$ cat src/hw/rtl/cfq_pkg.sv
// Shared types and constants for the circular FIFO queue.
package cfq_pkg;

    localparam int DATA_W = 32;
    localparam int CNT_W  = 5;
    localparam int OP_W   = 2;
    localparam int PADDR_W = 3;
    localparam int PDATA_W = 32;

    localparam logic [CNT_W-1:0] CAP_RESET = CNT_W'(16);

    // Register index taken from paddr[2]
    localparam logic REG_CAPACITY = 1'b0;

    typedef enum logic [OP_W-1:0] {
        OP_ENQUEUE = 2'd0,
        OP_DEQUEUE = 2'd1,
        OP_PEEK    = 2'd2
    } t_opcode;

    typedef struct packed {
        t_opcode                  opcode;
        logic signed [DATA_W-1:0] write_value;
    } t_in_item;

    typedef struct packed {
        logic                     accepted;
        logic signed [DATA_W-1:0] read_value;
        logic [CNT_W-1:0]         occupancy;
        logic                     is_empty;
        logic                     is_full;
    } t_out_item;

endpackage

$ cat src/hw/rtl/cfq_ram.sv
// Generic single-port-write, single-port-read RAM with registered read data.
module cfq_ram import cfq_pkg::*; #(
    parameter int WIDTH = 32,
    parameter int DEPTH = 16
) (
    input  logic                                 i_clk,
    input  logic                                 i_we,
    input  logic [((DEPTH > 1) ? $clog2(DEPTH) : 1)-1:0] i_waddr,
    input  logic [WIDTH-1:0]                     i_wdata,
    input  logic                                 i_re,
    input  logic [((DEPTH > 1) ? $clog2(DEPTH) : 1)-1:0] i_raddr,
    output logic [WIDTH-1:0]                     o_rdata
);

    logic [WIDTH-1:0] r_mem [DEPTH];
    logic [WIDTH-1:0] r_rdata;

    always_ff @(posedge i_clk) begin
        if (i_we) begin
            r_mem[i_waddr] <= i_wdata;
        end
        if (i_re) begin
            r_rdata <= r_mem[i_raddr];
        end
    end

    assign o_rdata = r_rdata;

endmodule

$ cat src/hw/rtl/circular_fifo_queue.sv
// Top level of the circular FIFO queue: control, slot RAM and result register.
//
//  channel | direction | handshake               | payload
//  --------+-----------+-------------------------+------------------------------
//  in      | to block  | i_in_valid / o_in_ready | i_in_data  (t_in_item)
//  out     | from block| o_out_valid/ i_out_ready| o_out_data (t_out_item)
//  config  | to block  | APB psel/penable/pready | capacity at byte address 0
//
//  One operation is taken per clock while no result beat stalls. The slot RAM
//  read issues at the accepting edge, as the pending stage loads; the result
//  register loads from the pending stage. Unstalled, the rate is one beat per cycle.
//  Reset (synchronous, active low) empties the queue and sets capacity to 16;
//  the slot RAM is not cleared. A stalled result beat holds the pending stage,
//  which in turn holds o_in_ready low until the result moves on.
module circular_fifo_queue import cfq_pkg::*; #(
    parameter int DEPTH = 16
) (
    input  logic               i_clk,
    input  logic               i_rst_n,
    // operation channel
    input  logic               i_in_valid,
    output logic               o_in_ready,
    input  t_in_item           i_in_data,
    // result channel
    output logic               o_out_valid,
    input  logic               i_out_ready,
    output t_out_item          o_out_data,
    // configuration port
    input  logic               psel,
    input  logic               penable,
    input  logic               pwrite,
    input  logic [PADDR_W-1:0] paddr,
    input  logic [PDATA_W-1:0] pwdata,
    output logic [PDATA_W-1:0] prdata,
    output logic               pready
);

    localparam int PTR_W   = (DEPTH > 1) ? $clog2(DEPTH) : 1;
    localparam int CAP_MAX = (DEPTH < 31) ? DEPTH : 31;
    localparam int CMP_W   = ((PTR_W > CNT_W) ? PTR_W : CNT_W) + 1;

    // Configuration register
    logic [CNT_W-1:0] r_capacity;
    logic [CNT_W-1:0] cap_use;
    logic             cfg_write;

    // Queue control state
    logic [PTR_W-1:0] r_head;
    logic [PTR_W-1:0] r_tail;
    logic [CNT_W-1:0] r_count;
    logic [PTR_W-1:0] n_head;
    logic [PTR_W-1:0] n_tail;
    logic [CNT_W-1:0] n_count;

    // Pending stage: decision made, RAM read data registered alongside it
    logic             r_pend_valid;
    logic             r_pend_ok;
    logic             r_pend_rd;
    logic [CNT_W-1:0] r_pend_count;
    logic             r_pend_full;

    // Result register
    logic             r_out_valid;
    t_out_item        r_out;

    logic             in_fire;
    logic             pend_move;
    logic             is_full_now;
    logic             is_empty_now;
    logic             op_ok;
    logic             op_rd;
    logic             ram_we;
    logic             ram_re;
    logic [DATA_W-1:0] ram_rdata;

    // ---------------------------------------------------------------------
    // Configuration port: always ready, write in the access phase.
    // ---------------------------------------------------------------------
    assign pready    = 1'b1;
    assign cfg_write = psel && penable && pwrite && (paddr[2] == REG_CAPACITY);
    assign prdata    = (paddr[2] == REG_CAPACITY) ? PDATA_W'(r_capacity) : '0;

    always_ff @(posedge i_clk) begin
        if (!i_rst_n) begin
            r_capacity <= CAP_RESET;
        end else if (cfg_write) begin
            r_capacity <= pwdata[CNT_W-1:0];
        end
    end

    // Clamp capacity: zero acts as one, anything above the built depth as DEPTH.
    always_comb begin
        if (r_capacity == '0) begin
            cap_use = CNT_W'(1);
        end else if (int'(r_capacity) > CAP_MAX) begin
            cap_use = CNT_W'(CAP_MAX);
        end else begin
            cap_use = r_capacity;
        end
    end

    // ---------------------------------------------------------------------
    // Handshakes: the pending stage drains into the result register whenever
    // that register is free or being emptied; a new beat enters behind it.
    // ---------------------------------------------------------------------
    assign pend_move  = r_pend_valid && (!r_out_valid || i_out_ready);
    assign o_in_ready = !r_pend_valid || pend_move;
    assign in_fire    = i_in_valid && o_in_ready;

    assign is_full_now  = r_count >= cap_use;
    assign is_empty_now = r_count == '0;

    // ---------------------------------------------------------------------
    // Operation decode: decide success, advance pointers and count, and
    // drive the RAM. Refused and unknown operations touch nothing.
    // ---------------------------------------------------------------------
    always_comb begin
        op_ok   = 1'b0;
        op_rd   = 1'b0;
        ram_we  = 1'b0;
        ram_re  = 1'b0;
        n_head  = r_head;
        n_tail  = r_tail;
        n_count = r_count;
        unique case (i_in_data.opcode)
            OP_ENQUEUE: begin
                if (!is_full_now) begin
                    op_ok   = 1'b1;
                    ram_we  = in_fire;
                    n_count = r_count + CNT_W'(1);
                    n_tail  = (CMP_W'(r_tail) + CMP_W'(1) >= CMP_W'(cap_use))
                              ? '0 : r_tail + PTR_W'(1);
                end
            end
            OP_DEQUEUE: begin
                if (!is_empty_now) begin
                    op_ok   = 1'b1;
                    op_rd   = 1'b1;
                    ram_re  = in_fire;
                    n_count = r_count - CNT_W'(1);
                    n_head  = (CMP_W'(r_head) + CMP_W'(1) >= CMP_W'(cap_use))
                              ? '0 : r_head + PTR_W'(1);
                end
            end
            OP_PEEK: begin
                if (!is_empty_now) begin
                    op_ok  = 1'b1;
                    op_rd  = 1'b1;
                    ram_re = in_fire;
                end
            end
            default: begin
                // unknown code: no operation, report the unchanged queue
            end
        endcase
    end

    // Slot storage. A write lands at the accepting edge, so a read of the
    // same slot by the next beat already sees it: no forwarding required.
    cfq_ram #(
        .WIDTH (DATA_W),
        .DEPTH (DEPTH)
    ) u_ram (
        .i_clk   (i_clk),
        .i_we    (ram_we),
        .i_waddr (r_tail),
        .i_wdata (i_in_data.write_value),
        .i_re    (ram_re),
        .i_raddr (r_head),
        .o_rdata (ram_rdata)
    );

    // ---------------------------------------------------------------------
    // Control registers
    // ---------------------------------------------------------------------
    always_ff @(posedge i_clk) begin
        if (!i_rst_n) begin
            r_head       <= '0;
            r_tail       <= '0;
            r_count      <= '0;
            r_pend_valid <= 1'b0;
            r_out_valid  <= 1'b0;
        end else begin
            if (in_fire) begin
                r_head  <= n_head;
                r_tail  <= n_tail;
                r_count <= n_count;
            end
            if (in_fire) begin
                r_pend_valid <= 1'b1;
            end else if (pend_move) begin
                r_pend_valid <= 1'b0;
            end
            if (pend_move) begin
                r_out_valid <= 1'b1;
            end else if (i_out_ready) begin
                r_out_valid <= 1'b0;
            end
        end
    end

    // Payload registers: hold the status taken at acceptance; the RAM read
    // data holds too, since no new read issues while the pending stage waits.
    always_ff @(posedge i_clk) begin
        if (in_fire) begin
            r_pend_ok    <= op_ok;
            r_pend_rd    <= op_rd;
            r_pend_count <= n_count;
            r_pend_full  <= n_count >= cap_use;
        end
        if (pend_move) begin
            r_out.accepted   <= r_pend_ok;
            r_out.read_value <= r_pend_rd ? ram_rdata : '0;
            r_out.occupancy  <= r_pend_count;
            r_out.is_empty   <= r_pend_count == '0;
            r_out.is_full    <= r_pend_full;
        end
    end

    assign o_out_valid = r_out_valid;
    assign o_out_data  = r_out;

endmodule

$ cat config.mk
export PLATFORM = sky130hd
export DESIGN_NAME = circular_fifo_queue
export DESIGN_NICKNAME = d
export VERILOG_FILES = /design/src/hw/rtl/cfq_pkg.sv /design/src/hw/rtl/cfq_ram.sv /design/src/hw/rtl/circular_fifo_queue.sv
export SDC_FILE = /design/constraint.sdc
export NUM_CORES = 1
export LEC_CHECK = 0
export BUFFER_PORTS_ARGS = -buffer_cell sky130_fd_sc_hd__buf_2
export CORE_MARGIN = 2
export CORE_UTILIZATION = 60
export CTS_CLUSTER_SIZE = 16
export DETAILED_ROUTE_END_ITERATION = 10
export PLACE_DENSITY = 0.79
export SYNTH_ARGS = -nofsm -noshare
export SYNTH_HDL_FRONTEND = slang
export SYNTH_SLANG_ARGS = --single-unit
$ cat constraint.sdc
create_clock -name i_clk -period 6.12 [get_ports i_clk]
set_input_delay 0 -clock i_clk [delete_from_list [all_inputs] [get_ports i_clk]]
set_output_delay 0 -clock i_clk [all_outputs]
set_load 0.01 [all_outputs]
== After elaboration in Yosys (flattened, before gate mapping) ==
Memory sizes are Yosys's and may differ from the RTL's. A register that Yosys moved wholly into a read port is not among the register bits.
Index checks and enable logic that the tools add are counted.
Word-level totals
  bits in registers: 68
  RAM bits: 512
  input bits: 76
  output and inout port bits: 75
  word-level logic and storage cells: 71
  memories: 1
Memory list
  u_ram.r_mem: words 16, bits a word 32, read ports 1, clocked after memory_dff 1, wr ports 1, line cfq_ram.sv:15  | logic [WIDTH-1:0] r_mem [DEPTH];
Cells by class
  add/subtract/negate cells: 6
  magnitude comparators: 5
  eq/ne operators: 2
  multiplexer cells: 21
  bitwise logic cells: 3
  reduce and logical (&&, ||, !) cells: 18
Operator list (count)
  $mux 5: 5
  $ge 5x5->1: 4
  $logic_not 5->1: 3
  $mux 1: 12
  $add 4x1->5 const B: 2
  $pmux 5 s2: 1
  $add 4x1->4 const B: 2
  $mux 4: 2
  $reduce_and 3->1: 2
  $add 5x1->5 const B: 1
  $gt 5x5->1 const B: 1
  $logic_and 1x1->1: 5
  $sub 5x1->5 const B: 1
  $reduce_bool 2->1: 2
  $not 1->1: 3
  $eq 2x1->1 const B: 1
  $eq 2x2->1 const B: 1
  $logic_not 1->1: 2
  $logic_not 2->1: 1
  $logic_or 1x1->1: 2
  $pmux 1 s2: 1
  $reduce_or 2->1: 1

== Depth between registers and ports, before layout ==
  depth in word-level cells: 9
  gate-level depth with buffers: 15
  depth with buffers taken out: 15

== By module ==
Synthesis repeated with hierarchy kept, for this count alone.
Second synthesis, totals
  cell total of the unflattened synthesis: 1165
  area, all modules: 23776.6 um2
Modules (own cells, without submodules)
  cfq_ram: times used 1, cells an instance 838, area each 20155.6 um2, sequential area each 16335.7 um2
  circular_fifo_queue: times used 1, cells an instance 327, area each 3621.0 um2, sequential area each 1841.8 um2

== Worst setup path before layout ==
No wires, ideal clock.
  kind: register to register
  start point: register r_capacity[1]
  end point: memory u_ram.r_mem[3][0] (enable)
  setup time: 0.461 ns
  arrival: 3.986 ns
  data required time: 5.659 ns
  slack: 1.672 ns
  cell stages (with the launch flop): 11
  buffers on the path: 1
  period minus slack after synthesis: 4.448 ns
  cells stage by stage: dfxtp_1 -> nor3_1 -> nor2_1 -> nor2_1 -> ha_1 -> nor2b_1 -> o211ai_1 -> a21oi_1 -> clkbuf_1 -> nand2_1 -> nor3_1
Between the ends
  cells in the longest elaborated chain, start to end: 8
  elaborated cells on any way between the ends: 9
  classes of those cells: order compare (2); mux (6); reduce/logical (1)
Ends and longest elaborated chain
  start, declared: line circular_fifo_queue.sv:43  | logic [CNT_W-1:0] r_capacity;
  start signal, assigned: line circular_fifo_queue.sv:87  | r_capacity <= pwdata[CNT_W-1:0];
  $gt 5x5->1: line circular_fifo_queue.sv:95  | end else if (int'(r_capacity) > CAP_MAX) begin
  $mux 5: line circular_fifo_queue.sv:95
  $mux 5 *: line circular_fifo_queue.sv:93  | if (r_capacity == '0) begin
  $ge 5x5->1 *: line circular_fifo_queue.sv:110  | assign is_full_now = r_count >= cap_use;
  $mux 1 *: line circular_fifo_queue.sv:127  | if (!is_full_now) begin
  $mux 1 *: line circular_fifo_queue.sv:125  | unique case (i_in_data.opcode)
  $mux 1 *: line cfq_ram.sv:19  | if (i_we) begin
  $mux 1 (not written as such) *: line cfq_ram.sv:20  | r_mem[i_waddr] <= i_wdata;
  end, declared: line cfq_ram.sv:15
Every way passes the cells marked *; elsewhere a longest branch is shown, timed or not.

== Worst setup path in the final report ==
  start point: register r_capacity[2]
  end point: register r_pend_full, data pin
Between the ends
  cells in the longest elaborated chain, start to end: 7
  elaborated cells on any way between the ends: 8
  classes of those cells: order compare (3); mux (4); reduce/logical (1)
Ends and longest elaborated chain
  $gt 5x5->1: line circular_fifo_queue.sv:95
  $mux 5: line circular_fifo_queue.sv:95
  $mux 5 *: line circular_fifo_queue.sv:93
  $ge 5x5->1 *: line circular_fifo_queue.sv:110
  $mux 5 *: line circular_fifo_queue.sv:127
  $pmux 5 s2 *: line circular_fifo_queue.sv:125
  net n_count[2]: line circular_fifo_queue.sv:53  | logic [CNT_W-1:0] n_count;
  $ge 5x5->1 *: line circular_fifo_queue.sv:209  | r_pend_full <= n_count >= cap_use;
  end signal, assigned: line circular_fifo_queue.sv:209
  end, declared: line circular_fifo_queue.sv:60  | logic r_pend_full;
The timed path passes the listed nets; every way through them passes the cells marked *.
A chain may end at the register's enable or synchronous reset.

==> results.toml <==
[drt]
routed_wl_um = 51600
detailroute.via_count = 11630
detailed_route_iter0_violations = 1196
wl_per_cell_um = 27.98
drt_pass_1_iters = 7
via_per_inst = 6.307
detail-route-antenna-nets = 0
drt_drc_violations_left = 0

[synthesis]
synth.lib_cells_used.distinct = 53
share_of_the_synthesized_area_in_compound_gates_ao_oa_aoi_oai_pct = 1.654
yosys_register_bits = 612
synth_xor_area_share_pct = 0.1826
netlist_area_um2 = 23990
synthSimpleGateAreaFrac_pct = 3.281
post_synth.cell_area_avg_um2 = 21.67
register_area_share_after_synthesis_pct = 75.79
yosysWarnings = 0
synth_fa_ha_area_share_pct = 1.565
gate_count_of_the_mapped_netlist = 1107
ys_async_sr_fraction_pct = 0
synth.mux.area_fraction_pct = 15.28
dominantRegCellSynth = "edfxtp_1"
synth_top_family_by_area = "multiplexers"
synth-edff-count = 592

[floorplanning]
fp.dieArea_um2 = 41590
die_width_um = 203.9
start_util_pct = 60.51
num_io_pins = 151
placeableCoreArea_um2 = 39640
chipHeight_um = 203.9
core.rowCount = 73

[grt]
grt_util_met2_pct = 43.31
grtUsageMet1_pct = 34.12
track_usage_pct = 25.48
groute.layer.met3.usage_pct = 3.795
grt_pass1_wl_um = 75980
grt_antenna_before_repair = 1
grt_max_degree = 66
first_global_vias = 11900
global_route.overflow_total = 0
grt_most_used_layer = "met2"

[clock_network]
worst_setup_hold_path_clk_slew_ns = 0.06
root_buffer = "clkbuf_16"
cts_num_sinks = 612
cts_tree = "done"
cts_buffers = 57
cts-root-to-sink-buffers = 3
post_cts_buffers = 0
htree_levels = 2
worst_skew_pair.late_latency_ns = 0.60

[hold_path]
min_path_cells = 3
hold_start = "paddr[2]"
hold_path_class = "in -> out"
hold-path-endpoint = "prdata[1]"

[sta]
maxSlewHeadroom_pct = 19.92
clock.fmax_mhz = 285.7
fin_crit_sh_pct = 57.20
timing.setup.tns_ns = 0
setup_viol = 0
grt_setup_unrepaired = "no"
worst_slew_pin_slew_ns = 1.201
finalMaxSlewViolations = 0
final_hold_viol_count = 0
setup_skew_after_layout_ns = 0.02386
whs_ns = 0.3228
final_period_minus_worst_setup_slack_ns = 3.501

[worst_setup_path]
crit_required_ns = 6.48
worstReg2RegEnd = "r_pend_full$_DFFE_PP_"
setup_slack_of_the_most_critical_reg_to_reg_path_ns = 2.62
timing.reg2reg.worst_path_depth = 13
cp-start-kind = "register"
critical_path.endpoint_type = "register"
crit_arrival_ns = 3.86
worstPathMaxFanout = 6
r2r-start = "r_capacity[2]$_SDFFE_PN0P_"
worstSetupPathType = "reg -> reg"

[place]
placed_cells = 1687
gp_congestion = 0.7885
port-buffer-count = 93
dpl.hpwl_um = 23690

[finish]
area_growth_syn_to_layout_pct = 14.04
post_layout_nonfiller_instances = 1844
finish.net_count = 1378
drive_above_1_share_pct = 28.53

[run]
max-cap-violations = 0

[power]
vdd_drop_max_v = 0.0002282
power-per-cell-area_nw_per_um2 = 317.7
power_leakage_nw = 8.932

[outcome]
status = "completed"
-- flip-flops by register name (all words and copies together) (netlist names) --
name           cells
r_pend_rd          1
r_pend_full        1
r_tail             4
r_capacity         5
r_pend_valid       1
u_ram.o_rdata     32
r_head             4
o_out_valid        1
o_out_data        40
r_pend_count       5
r_count            5
r_pend_ok          1
u_ram.r_mem      512
-- worst max-delay path, stage by stage (launching register included) --
cell,delay (ns)
dfxtp_1,0.34
nor3_1,0.21
nor2_1,0.07
nor2_1,0.32
ha_1,0.31
nor2b_1,0.14
o21ai_0,0.20
a31oi_1,0.50
nand2_1,0.11
a2bb2oi_1,0.29
ha_1,0.28
a21o_1,0.16
a21o_1,0.17
a21o_1,0.16
-- cell usage after synthesis, drive strengths merged, types with 2 or more instances --
master,instances,area [um2]
nand3,11,55.05
and2,37,231.5
o31a,2,17.52
inv,12,45.04
nor3,4,20.02
nor2,11,41.29
dfxtp,20,400.4
nand2b,7,43.79
nand3b,2,15.01
xnor2,2,17.52
o221a,2,22.52
o21a,2,15.01
mux2i,4,40.04
conb,2,7.510
o21ai,12,60.06
a31oi,3,18.77
mux4,160,3603
o22ai,6,37.54
clkbuf,26,97.59
mux2,2,22.52
xor2,3,26.28
a2bb2oi,2,17.52
edfxtp,592,17780
buf,52,385.4
and3,18,112.6
nand4,2,12.51
nor2b,15,93.84
a21o,6,45.04
o31ai,2,15.01
o211ai,2,15.01
a21boi,5,37.53
a21oi,7,35.03
nand2,30,112.6
ha,30,375.4
-- cell families (layout without fill, tap and decap cells) --
group	after synthesis	after routing
AO/OA/AOI/OAI	58	58
XOR/XNOR	5	5
adder cells (fa/ha/maj)	30	30
buffers and inverters	91	276
flip-flops	612	612
multiplexers	166	166
other	2	29
AND/OR/NAND/NOR	143	143
-- where the power goes --
| part | switching (W) | leakage, nW | internal [W] |
|---|---|---|---|
| clock network | 0.00150 | 0.955 | 0.00218 |
| logic | 0.000194 | 2.45 | 0.000146 |
| registers | 0.0000271 | 5.53 | 0.00465 |
| total | 0.00172 | 8.93 | 0.00697 |
-- worst max-delay path by stage --
stage / start / to / slack, ns / cells after the start
after floorplan: r_capacity[1]$_SDFFE_PN0P_ / u_ram.r_mem[3][0]$_DFFE_PP_ / 1.67 / 10
after global placement: r_capacity[1]$_SDFFE_PN0P_ / r_pend_full$_DFFE_PP_ / 2.76 / 13
after detailed placement: r_capacity[1]$_SDFFE_PN0P_ / u_ram.r_mem[2][1]$_DFFE_PP_ / 2.70 / 10
after CTS: r_capacity[2]$_SDFFE_PN0P_ / u_ram.r_mem[2][8]$_DFFE_PP_ / 2.64 / 10
after global routing: r_capacity[2]$_SDFFE_PN0P_ / r_pend_full$_DFFE_PP_ / 2.38 / 13
final: r_capacity[2]$_SDFFE_PN0P_ / r_pend_full$_DFFE_PP_ / 2.62 / 13
-- timing repair --
| action | 4_1_cts | 5_1_grt |
|---|---|---|
| gates resized for setup | 0 | 0 |
| endpoints found under the hold margin | 533 | 0 |
| hold buffers | 51 | 0 |
-- routing by layer --
layer  up-vias  share of wire (%)
met4         0                3.1
met2       571                 52
met3       116                6.6
li1       4858                  -
met1      6086                 38
met5         -                  0
-- placed cells by master (no fill, tap or decap), types with 10 or more instances in the layout --
cell type	synthesis	layout
and2_1	37	37
and3_2	0	15
buf_2	8	93
buf_4	28	13
bufinv_16	0	10
clkbuf_16	0	59
clkinv_1	1	13
conb_1	2	28
dfxtp_1	20	16
dlygate4sd3_1	0	51
edfxtp_1	592	592
ha_1	30	30
inv_1	12	12
mux4_2	160	160
nand2_1	30	30
nand3_1	11	11
nor2_1	11	10
nor2b_1	15	14
o21ai_0	12	12
-- stage by stage --
stage	util [%]	power [W]	area (um2)	setup slack, ns
2_1_floorplan	-	0.004961	24080	1.672
3_3_place_gp	62.79	0.005057	24890	2.760
3_5_place_dp	62.79	0.005070	24890	2.698
4_1_cts	69.00	0.008730	27350	2.637
5_1_grt	69.00	0.008907	27350	2.384
6_report	69.00	0.008690	27350	2.619
-- cell type report --
type	count	area, um2
diodes	1	2.502
clock buffers	68	1510
clock inverters	37	441.7
fillers	2379	12290
inverters	13	48.80
multi-input cells	430	5413
flip-flops and latches	612	18190
well taps	525	656.9
repair buffers	158	1094
No activity file was read; power rests on OpenSTA's default activity.
